`config.mk`:
```
export PLATFORM = sky130hd
export DESIGN_NAME = fock_moment_evaluator
export DESIGN_NICKNAME = d
export VERILOG_FILES = /design/src/rtl/fme_pkg.sv /design/src/rtl/fock_moment_evaluator.sv /design/src/rtl/fme_ctrl.sv /design/src/rtl/fme_datapath.sv
export SDC_FILE = /design/constraint.sdc
export NUM_CORES = 1
export LEC_CHECK = 0
export ABC_AREA = 1
export ABC_CLOCK_PERIOD_IN_PS = 7000
export BUFFER_PORTS_ARGS = -buffer_cell sky130_fd_sc_hd__buf_2
export CORE_MARGIN = 2
export CORE_UTILIZATION = 55
export CTS_BUF_LIST = sky130_fd_sc_hd__clkbuf_4 sky130_fd_sc_hd__clkbuf_8
export DETAILED_ROUTE_END_ITERATION = 6
export GPL_ROUTABILITY_DRIVEN = 0
export GPL_TIMING_DRIVEN = 0
export HOLD_SLACK_MARGIN = 0.03
export MAX_ROUTING_LAYER = met4
export PLACE_DENSITY = 0.83
export SETUP_SLACK_MARGIN = 0.4
export SYNTH_ARGS = -nofsm -noshare
export SYNTH_HDL_FRONTEND = slang
export SYNTH_SLANG_ARGS = --single-unit
```
`constraint.sdc`:
```
create_clock -name clk_i -period 7 [get_ports clk_i]
set_input_delay 0.35 -clock clk_i [delete_from_list [all_inputs] [get_ports clk_i]]
set_output_delay 0.35 -clock clk_i [all_outputs]
set_load 0.01 [all_outputs]
```
`src/rtl/fme_pkg.sv`:
```
package fme_pkg;

  localparam int LABEL_W          = 5;
  localparam int IN_TDATA_W       = 8;
  localparam int VALUE_W          = 48;
  localparam int CNT_W            = 7;
  localparam int MODE_W           = 3;
  localparam int MC_W             = 4;
  localparam int CFG_DATA_W       = 64;
  localparam int CFG_IDX_W        = 2;
  localparam int OCC_STRIDE       = 8;
  localparam int MODES_DEF        = 8;
  localparam int OCC_BITS_DEF     = 8;
  localparam int PRODUCT_BITS_DEF = 48;

  localparam logic [CNT_W-1:0] CNT_MAX = {CNT_W{1'b1}};

  localparam logic [CFG_IDX_W-1:0] CFG_MODE_COUNT = CFG_IDX_W'(0);
  localparam logic [CFG_IDX_W-1:0] CFG_OCCUPANCY  = CFG_IDX_W'(1);

  typedef enum logic [2:0] {
    DP_NONE,
    DP_LOAD,
    DP_LABEL,
    DP_CLOSE,
    DP_MUL,
    DP_OPEN,
    DP_FINISH
  } dp_op_e;

  typedef struct packed {
    dp_op_e op;
  } dp_cmd_t;

  typedef struct packed {
    logic need_close;
    logic last;
    logic skip;
    logic mul_done;
    logic out_busy;
  } dp_status_t;

endpackage

```
`src/rtl/fock_moment_evaluator.sv`:
```
// Evaluates the expectation value of a product of creation and annihilation
// operators on a Fock state. Each input word carries one operator label
// (0 identity, 2k+1 creation and 2k+2 annihilation of mode k) and tlast marks
// the end of the product; one result word follows each product. Mode count and
// per-mode occupations come from the write port and must only be written while
// the block is idle. A label word is loaded, evaluated and then checked for
// tlast. A word that closes a block first has its counts checked, then makes
// passes through the single 48 x 8 multiplier: n passes for a block of n
// creation/annihilation pairs, none once the block is rejected or the product
// has saturated. The last word of a product then loads the output register,
// waiting for as long as the previous result is still unread. The next
// product's words are taken while a result still waits in that register.
module fock_moment_evaluator
  import fme_pkg::*;
#(
  parameter int MODES        = MODES_DEF,
  parameter int OCC_BITS     = OCC_BITS_DEF,
  parameter int PRODUCT_BITS = PRODUCT_BITS_DEF
) (
  input  logic                  clk_i,
  input  logic                  rst_ni,
  input  logic                  cfg_we_i,
  input  logic [CFG_IDX_W-1:0]  cfg_idx_i,
  input  logic [CFG_DATA_W-1:0] cfg_data_i,
  input  logic                  s_axis_tvalid_i,
  output logic                  s_axis_tready_o,
  input  logic [IN_TDATA_W-1:0] s_axis_tdata_i,   // label [4:0], zero fill
  input  logic                  s_axis_tlast_i,
  output logic                  m_axis_tvalid_o,
  input  logic                  m_axis_tready_i,
  output logic [VALUE_W-1:0]    m_axis_tdata_o,   // moment_value [47:0]
  output logic                  m_axis_tuser_o    // saturated [0]
);

  dp_cmd_t    cmd;
  dp_status_t status;

  fme_ctrl u_ctrl (
    .clk_i     (clk_i),
    .rst_ni    (rst_ni),
    .s_valid_i (s_axis_tvalid_i),
    .s_ready_o (s_axis_tready_o),
    .status_i  (status),
    .cmd_o     (cmd)
  );

  fme_datapath #(
    .MODES        (MODES),
    .OCC_BITS     (OCC_BITS),
    .PRODUCT_BITS (PRODUCT_BITS)
  ) u_datapath (
    .clk_i      (clk_i),
    .rst_ni     (rst_ni),
    .cfg_we_i   (cfg_we_i),
    .cfg_idx_i  (cfg_idx_i),
    .cfg_data_i (cfg_data_i),
    .s_label_i  (s_axis_tdata_i[LABEL_W-1:0]),
    .s_last_i   (s_axis_tlast_i),
    .m_ready_i  (m_axis_tready_i),
    .m_valid_o  (m_axis_tvalid_o),
    .m_value_o  (m_axis_tdata_o),
    .m_sat_o    (m_axis_tuser_o),
    .cmd_i      (cmd),
    .status_o   (status)
  );

endmodule

```
`src/rtl/fme_ctrl.sv`:
```
module fme_ctrl
  import fme_pkg::*;
(
  input  logic       clk_i,
  input  logic       rst_ni,
  input  logic       s_valid_i,
  output logic       s_ready_o,
  input  dp_status_t status_i,
  output dp_cmd_t    cmd_o
);

  typedef enum logic [2:0] {
    S_IDLE,
    S_EVAL,
    S_MUL,
    S_LAST,
    S_OUT
  } state_e;

  state_e state_q, state_d;
  logic   fin_q, fin_d;

  assign s_ready_o = (state_q == S_IDLE);

  always_comb begin
    state_d   = state_q;
    fin_d     = fin_q;
    cmd_o.op  = DP_NONE;
    unique case (state_q)
      S_IDLE: begin
        if (s_valid_i) begin
          cmd_o.op = DP_LOAD;
          state_d  = S_EVAL;
        end
      end
      S_EVAL: begin
        if (status_i.need_close) begin
          cmd_o.op = DP_CLOSE;
          fin_d    = 1'b0;
          state_d  = S_MUL;
        end else begin
          cmd_o.op = DP_LABEL;
          state_d  = S_LAST;
        end
      end
      S_MUL: begin
        if (status_i.mul_done) begin
          if (fin_q) begin
            state_d = S_OUT;
          end else begin
            // mode changed: start the new block with the held label
            cmd_o.op = DP_OPEN;
            state_d  = S_LAST;
          end
        end else begin
          cmd_o.op = DP_MUL;
        end
      end
      S_LAST: begin
        if (!status_i.last) begin
          state_d = S_IDLE;
        end else if (!status_i.skip) begin
          cmd_o.op = DP_CLOSE;
          fin_d    = 1'b1;
          state_d  = S_MUL;
        end else begin
          state_d = S_OUT;
        end
      end
      S_OUT: begin
        if (!status_i.out_busy) begin
          cmd_o.op = DP_FINISH;
          state_d  = S_IDLE;
        end
      end
      default: state_d = S_IDLE;
    endcase
  end

  always_ff @(posedge clk_i or negedge rst_ni) begin
    if (!rst_ni) begin
      state_q <= S_IDLE;
      fin_q   <= 1'b0;
    end else begin
      state_q <= state_d;
      fin_q   <= fin_d;
    end
  end

endmodule

```
`src/rtl/fme_datapath.sv`:
```
module fme_datapath
  import fme_pkg::*;
#(
  parameter int MODES        = MODES_DEF,
  parameter int OCC_BITS     = OCC_BITS_DEF,
  parameter int PRODUCT_BITS = PRODUCT_BITS_DEF
) (
  input  logic                  clk_i,
  input  logic                  rst_ni,
  input  logic                  cfg_we_i,
  input  logic [CFG_IDX_W-1:0]  cfg_idx_i,
  input  logic [CFG_DATA_W-1:0] cfg_data_i,
  input  logic [LABEL_W-1:0]    s_label_i,
  input  logic                  s_last_i,
  input  logic                  m_ready_i,
  output logic                  m_valid_o,
  output logic [VALUE_W-1:0]    m_value_o,
  output logic                  m_sat_o,
  input  dp_cmd_t               cmd_i,
  output dp_status_t            status_o
);

  localparam int MUL_W = PRODUCT_BITS + OCC_BITS;
  localparam int CMP_W = (OCC_BITS > CNT_W) ? OCC_BITS : CNT_W;
  localparam logic [PRODUCT_BITS-1:0] PROD_MAX = {PRODUCT_BITS{1'b1}};

  // configuration
  logic [MC_W-1:0]       mc_q;
  logic [CFG_DATA_W-1:0] occ_cfg_q;

  // sequence state
  logic [LABEL_W-1:0]      label_q, label_d;
  logic                    last_q, last_d;
  logic                    was_first_q, was_first_d;
  logic                    first_q, first_d;
  logic                    ident_q, ident_d;
  logic                    zero_q, zero_d;
  logic                    sat_q, sat_d;
  logic [MODE_W-1:0]       bm_q, bm_d;
  logic [CNT_W-1:0]        cc_q, cc_d;
  logic [CNT_W-1:0]        ac_q, ac_d;
  logic [PRODUCT_BITS-1:0] prod_q, prod_d;
  logic [CNT_W-1:0]        rem_q, rem_d;
  logic [OCC_BITS-1:0]     fac_q, fac_d;

  // output register
  logic               out_valid_q, out_valid_d;
  logic [VALUE_W-1:0] out_value_q, out_value_d;
  logic               out_sat_q, out_sat_d;

  logic [LABEL_W-1:0]  lbl_m1;
  logic [MC_W-1:0]     mode_k;
  logic [MC_W-1:0]     active;
  logic                in_range;
  logic                skip;
  logic [OCC_BITS-1:0] occ_sel;
  logic [MUL_W-1:0]    mul_full;
  logic                do_open;
  logic                do_count;
  logic [CNT_W-1:0]    cc_base;
  logic [CNT_W-1:0]    ac_base;

  assign lbl_m1   = label_q - LABEL_W'(1);
  assign mode_k   = lbl_m1[LABEL_W-1:1];
  assign active   = (mc_q > MC_W'(MODES)) ? MC_W'(MODES) : mc_q;
  assign in_range = (mode_k < active);
  assign skip     = ident_q | zero_q;
  assign occ_sel  = occ_cfg_q[{bm_q, 3'b000} +: OCC_BITS];
  assign mul_full = MUL_W'(prod_q) * MUL_W'(fac_q);

  assign status_o.need_close = !skip && (label_q != '0) && in_range && !was_first_q &&
                               (mode_k[MODE_W-1:0] != bm_q);
  assign status_o.last       = last_q;
  assign status_o.skip       = skip;
  assign status_o.mul_done   = (rem_q == '0) || sat_q;
  assign status_o.out_busy   = out_valid_q;

  assign m_valid_o = out_valid_q;
  assign m_value_o = out_value_q;
  assign m_sat_o   = out_sat_q;

  always_comb begin
    label_d     = label_q;
    last_d      = last_q;
    was_first_d = was_first_q;
    first_d     = first_q;
    ident_d     = ident_q;
    zero_d      = zero_q;
    sat_d       = sat_q;
    bm_d        = bm_q;
    cc_d        = cc_q;
    ac_d        = ac_q;
    prod_d      = prod_q;
    rem_d       = rem_q;
    fac_d       = fac_q;
    out_valid_d = out_valid_q;
    out_value_d = out_value_q;
    out_sat_d   = out_sat_q;
    do_open     = 1'b0;
    do_count    = 1'b0;

    if (out_valid_q && m_ready_i) begin
      out_valid_d = 1'b0;
    end

    unique case (cmd_i.op)
      DP_LOAD: begin
        label_d     = s_label_i;
        last_d      = s_last_i;
        was_first_d = first_q;
        first_d     = 1'b0;
      end
      DP_LABEL: begin
        if (!skip) begin
          if (label_q == '0) begin
            if (was_first_q) begin
              ident_d = 1'b1;
            end else begin
              zero_d = 1'b1;
            end
          end else if (!in_range) begin
            zero_d = 1'b1;
          end else if (was_first_q) begin
            do_open  = 1'b1;
            do_count = 1'b1;
          end else begin
            do_count = 1'b1;
          end
        end
      end
      DP_CLOSE: begin
        fac_d = occ_sel;
        if ((cc_q != ac_q) || (CMP_W'(cc_q) > CMP_W'(occ_sel))) begin
          zero_d = 1'b1;
          rem_d  = '0;
        end else begin
          rem_d = cc_q;
        end
      end
      DP_MUL: begin
        if (mul_full[MUL_W-1:PRODUCT_BITS] != '0) begin
          prod_d = PROD_MAX;
          sat_d  = 1'b1;
        end else begin
          prod_d = mul_full[PRODUCT_BITS-1:0];
        end
        rem_d = rem_q - CNT_W'(1);
        fac_d = fac_q - OCC_BITS'(1);
      end
      DP_OPEN: begin
        if (!zero_q) begin
          do_open  = 1'b1;
          do_count = 1'b1;
        end
      end
      DP_FINISH: begin
        out_valid_d = 1'b1;
        if (mc_q == '0) begin
          out_value_d = '0;
          out_sat_d   = 1'b0;
        end else if (ident_q) begin
          out_value_d = VALUE_W'(1);
          out_sat_d   = 1'b0;
        end else if (zero_q) begin
          out_value_d = '0;
          out_sat_d   = 1'b0;
        end else begin
          out_value_d = VALUE_W'(prod_q);
          out_sat_d   = sat_q;
        end
        first_d = 1'b1;
        ident_d = 1'b0;
        zero_d  = 1'b0;
        sat_d   = 1'b0;
        bm_d    = '0;
        cc_d    = '0;
        ac_d    = '0;
        prod_d  = PRODUCT_BITS'(1);
      end
      DP_NONE: ;
      default: ;
    endcase

    cc_base = do_open ? '0 : cc_d;
    ac_base = do_open ? '0 : ac_d;
    if (do_open) begin
      bm_d = mode_k[MODE_W-1:0];
      cc_d = '0;
      ac_d = '0;
    end
    if (do_count) begin
      if (label_q[0]) begin
        if (cc_base >= CNT_MAX) begin
          zero_d = 1'b1;
        end else begin
          cc_d = cc_base + CNT_W'(1);
        end
      end else begin
        if (ac_base >= CNT_MAX) begin
          zero_d = 1'b1;
        end else begin
          ac_d = ac_base + CNT_W'(1);
        end
      end
    end
  end

  always_ff @(posedge clk_i or negedge rst_ni) begin
    if (!rst_ni) begin
      mc_q        <= '0;
      occ_cfg_q   <= '0;
      last_q      <= 1'b0;
      was_first_q <= 1'b0;
      first_q     <= 1'b1;
      ident_q     <= 1'b0;
      zero_q      <= 1'b0;
      sat_q       <= 1'b0;
      bm_q        <= '0;
      cc_q        <= '0;
      ac_q        <= '0;
      prod_q      <= PRODUCT_BITS'(1);
      rem_q       <= '0;
      out_valid_q <= 1'b0;
    end else begin
      if (cfg_we_i) begin
        unique case (cfg_idx_i)
          CFG_MODE_COUNT: mc_q      <= cfg_data_i[MC_W-1:0];
          CFG_OCCUPANCY:  occ_cfg_q <= cfg_data_i;
          default: ;
        endcase
      end
      last_q      <= last_d;
      was_first_q <= was_first_d;
      first_q     <= first_d;
      ident_q     <= ident_d;
      zero_q      <= zero_d;
      sat_q       <= sat_d;
      bm_q        <= bm_d;
      cc_q        <= cc_d;
      ac_q        <= ac_d;
      prod_q      <= prod_d;
      rem_q       <= rem_d;
      out_valid_q <= out_valid_d;
    end
  end

  always_ff @(posedge clk_i) begin
    label_q     <= label_d;
    fac_q       <= fac_d;
    out_value_q <= out_value_d;
    out_sat_q   <= out_sat_d;
  end

endmodule

```
; ---- Word level (Yosys, flattened, before mapping)
; Cells that the tools add are included.
[op_classes]
shift = 1
n_reduce_logical = 30
order_cmp = 5
mul = 1
eq_ne = 23
bitwise = 1
mux = 69
add_sub_neg = 5
[ops]
columns = cell, n
row1 = 48-bit one-hot mux with 2 select lines, 1
row2 = 7-bit 2-to-1 mux, 11
row3 = 64-bit by 7-bit indexed part select with 8-bit output, 1
row4 = 48-bit by 8-bit multiplier with 56-bit output, 1
row5 = 48-bit 2-to-1 mux, 1
row6 = 3-bit 2-to-1 mux, 12
row7 = 1-bit 2-to-1 mux, 31
row8 = 3-bit one-hot mux with 5 select lines, 2
row9 = 8-bit one-hot mux with 2 select lines, 1
row10 = "7-bit by 1-bit adder with 7-bit output, second input constant", 2
row11 = "7-bit >= comparator, second input constant", 2
row12 = 7-bit one-hot mux with 2 select lines, 1
row13 = 2-bit nonzero test, 7
row14 = "3-bit by 2-bit equality test with 1-bit output, second input constant", 4
row15 = "3-bit equality test, second input constant", 4
row16 = "2-bit != test, second input constant", 6
row17 = 1-bit one-hot mux with 2 select lines, 6
row18 = 7-bit by 8-bit > comparator with 1-bit output, 1
row19 = "2-bit by 1-bit != test with 1-bit output, second input constant", 4
row20 = 4-bit AND reduction, 2
row21 = 8-bit nonzero test, 1
row22 = "8-bit by 1-bit subtractor with 8-bit output, second input constant", 1
row23 = 7-bit zero test, 1
row24 = 7-bit != test, 1
row25 = 22 further kinds, 31
[totals]
input_bits = 80
output_inout_bits = 51
word_cells = 156
reg_bits = 213

; ---- Logic depth before layout (Yosys ltp)
[depth]
ltp_word = 15
ltp_mapped = 33

; ---- Cells and area by module
; A second synthesis with hierarchy kept.
[hier_totals]
cells_unflattened = 3250
area_unflattened_um2 = 23815.3
[by_module_without_submodules]
columns = module, cells_per_inst, instances, area_per_inst_um2
row1 = fme_datapath, 3202, 1, 23516.3
row2 = fme_ctrl, 48, 1, 299.0

; ---- Worst setup path after synthesis
; Ideal clock, no wire load.
[synth_path]
kind = register to register
startpoint = reg u_datapath.fac_q[6]
endpoint = reg u_datapath.prod_q[30]
synth_period_minus_slack_ps = 5188
t_arrival_ps = 5069
slack_ps = 1812
path_stages_with_launch = 30
path_buffers = 5
path_cell_list = edfxtp_1 > clkbuf_1 > clkbuf_1 > clkbuf_1 > nand2_1 > fa_1 > fa_1 > inv_1 > fa_1 > inv_1 > fa_1 > inv_1 > ha_1 > nand2_1 > nor2_1 > nand2_1 > nand3_1 > nand2_1 > nand2_1 > nand2_1 > nand3_1 > nand2_1 > nand2_1 > nand2_1 > nor2_2 > nand3_2 > nand2_2 > buf_6 > buf_12 > nand2_2
[synth_via]
elab_chain_len = 4
[synth_rtl]
columns = item, line
row1 = "start, declared", fme_datapath.sv:44  ; logic [OCC_BITS-1:0] fac_q, fac_d;
row2 = "start signal, assigned", fme_datapath.sv:249  ; fac_q <= fac_d;
row3 = 48-bit by 8-bit multiplier with 56-bit output (*), fme_datapath.sv:69  ; assign mul_full = MUL_W'(prod_q) * MUL_W'(fac_q);
row4 = 8-bit nonzero test, fme_datapath.sv:141  ; if (mul_full[MUL_W-1:PRODUCT_BITS] != '0) begin
row5 = 48-bit 2-to-1 mux (*), fme_datapath.sv:141
row6 = 48-bit one-hot mux with 2 select lines (*), fme_datapath.sv:106  ; unique case (cmd_i.op)
row7 = "end signal, assigned", fme_datapath.sv:241  ; prod_q <= prod_d;
row8 = "end, declared", fme_datapath.sv:42  ; logic [PRODUCT_BITS-1:0] prod_q, prod_d;
; Every way passes the cells marked *; elsewhere a longest branch is shown, timed or not.
; A chain may end at the register's enable or synchronous reset.

; ---- Final worst setup path
[layout_path]
startpoint = reg u_datapath.fac_q[3]
endpoint = reg u_datapath.prod_q[36]
; Same word-level chain as after synthesis.

==> metrics.txt <==
GR Overflow Total 0; sequential fraction of the synthesis area 23.4%; Min-Delay Startpoint s_axis_tvalid_i; Synth Net Count 3761; clock-pin slew on the worst setup and hold paths 0.05 ns; Hold Crit Depth 3; fmax 156 MHz; fin crit share 91.7%; Slew @ Worst Pin 1.25 ns; arrival time worst endpoint 6.94 ns; status finished with violations; RSZ-0062 raised after global routing no; initial antenna violation count 0; synthesized area 24200 sq um; Max Root-Sink Buffers 3; CP startpoint kind flip-flop; crit-path max FO 10; core area 43200 sq um; Post-synth EDFFs 62; Hold Vio Cnt, Final 0; most common cell in the synthesized netlist nand2_1; H-tree lvl count 2; initial cell density of the core 56.0%; reg2reg end u_datapath.prod_q[36]; vias 21.8k; final WL 71700 um; Die X-Extent 214 um; Total GRT Usage 33.7%; Synth area leaders fa_1 (23%), dfrtp_1 (15%), nand2_1 (14%), inv_1 (14%), edfxtp_1 (7.7%); Min-Delay Path Class primary input to flip-flop; 1st-iter DRT viols 2118; Synth top area share 22.9%; cell row count 76; top post-synthesis cells by count nand2_1 (925), inv_1 (889), fa_1 (276), nor2_1 (222), dfrtp_1 (149); clock skew 0.0405 ns; Worst Reg-to-Reg Cells 28; Ant. Diodes 0; Distinct cells, synth 47; max-slew violations 0; CTS tree yes; kind of critical path flip-flop to flip-flop; nets 4006; Max stage delay cell, worst path fa_1; clock sink count 213; CP dominant cell by count nand2_1; Clock Tree Root clkbuf_8; CP max stage delay 0.53 ns; synthesized area per cell 7.29 sq um; r2r setup slk 0.58 ns; Antenna Nets Post-Route 0; DIE HEIGHT 214 um; failing checks design-rule violations; Hold EP u_ctrl.state_q[0]; P&R area growth vs syn 12.6%; Setup TNS 0 ns; Yosys top cell by area fa_1; die area 45600 sq um; max cap viols 0; Post-CTS Setup Inserts 0; DP Wirelength 53400 um; delay-heaviest family, CP adder cells; Top Ports 131; via count of the first global-routing pass 22.6k; Clock Latency Late Sink 0.66 ns; Worst Path Required 7.52 ns; Synth Flop Type dfrtp_1; Rel. slew slack 16.8%; Num CTS Buffers 42; WP buf/inv 9; cells after synthesis 3313; pin count of the biggest net entering global routing 111; first-pass GRT wire length 115000 um; DR pass1 iterations 7; PortBufs 127; # DRC 1; Synth Register Bits 213; vias per std cell 5.23; yosys synthesis warning count 0; Wirelength per Cell 17.2 um; layout cells sized above 1 10.4%; fin crit period 6.42 ns; Critical R2R Launch u_datapath.fac_q[3]; Final setup viols 0; Async S/R FF share, synth 70.9%; Crit. End Element flip-flop
worst max path at each step:
stage | startpoint | to | depth (start not counted)
floorplan | u_datapath.fac_q[6] | u_datapath.prod_q[30] | 29
global placement | u_datapath.fac_q[7] | u_datapath.sat_q | 27
detailed placement | u_datapath.fac_q[6] | u_datapath.prod_q[36] | 29
CTS | u_datapath.fac_q[3] | u_datapath.prod_q[36] | 28
global route | u_datapath.fac_q[7] | u_datapath.prod_q[37] | 28
finish | u_datapath.fac_q[3] | u_datapath.prod_q[36] | 28
cell usage in the layout (no fill, tap or decap), types with 62 or more instances in the layout:
master and instances:
a21oi_1 72, buf_2 134, clkbuf_1 90, dfrtp_1 149
dlygate4sd3_1 72, edfxtp_1 62, fa_1 276, ha_1 92
inv_1 888, nand2_1 925, nand3_1 76, nor2_1 222
o21ai_0 122
layout make-up:
class,instances,area [sq um]
plain buffers,133,574
clock inverters,19,148
repair buffers,201,1410
clock buffers,57,722
inverters,898,3370
multi-input cells,2069,14600
fillers,3733,16000
well taps,585,732
flip-flops and latches,213,5640
registers in the layout, summed over array words and instances, names as in the netlist:
register	cells
u_datapath.sat_q	1
u_ctrl.fin_q	1
u_datapath.fac_q	8
u_ctrl.state_q	3
u_datapath.prod_q	48
u_datapath.zero_q	1
u_datapath.label_q	5
u_datapath.m_valid_o	1
u_datapath.bm_q	3
u_datapath.m_value_o	48
u_datapath.was_first_q	1
u_datapath.ac_q	7
u_datapath.occ_cfg_q	64
u_datapath.first_q	1
u_datapath.rem_q	7
u_datapath.ident_q	1
u_datapath.mc_q	4
u_datapath.m_sat_o	1
u_datapath.cc_q	7
u_datapath.last_q	1
tightest hold or removal path, stage by stage:
cell,delay (ns)
buf_2,0.09
o211ai_1,0.12
nor2_1,0.13
metal layers:
layer | track usage (%) | up-vias | wire length (um)
met1 | 38.4 | 10300 | 26700
li1 | - | 10200 | -
met4 | 19.3 | 0 | 4600
met3 | 6.40 | 310 | 5980
met2 | 55.8 | 1047 | 34500
met5 | - | - | 0
stage by stage:
stage               hold slack, ns  setup slack (ns)  util [%]  instance area, sq um  std cells
finish                       0.114             0.579      63.0                 27200       4175
global route                 0.155             0.422      63.0                 27200       4175
global placement             0.454             0.324      59.1                 25500       4025
CTS                         0.0843             0.407      63.0                 27200       4175
floorplan                   0.0544              1.81         -                 24200       3313
detailed placement           0.265             0.279      59.3                 25600       4027
cells by family after synthesis:
logic type / share of synthesized area, %
compound gates: 5.84
simple gates: 22.7
xor+xnor: 1.31
buf+inv: 16.2
flops: 23.4
fa+ha+maj: 27.6
mux: 2.89
repair_timing:
item,4_1_cts,5_1_grt
hold buffers,72,0
resized for setup,6,24
cloned,0,0
hold endpoints to repair,116,0
setup endpoints to repair,47,48
Power is not shown: default switching activity piles up to over one toggle a cycle in this logic, so the estimate is an artifact.
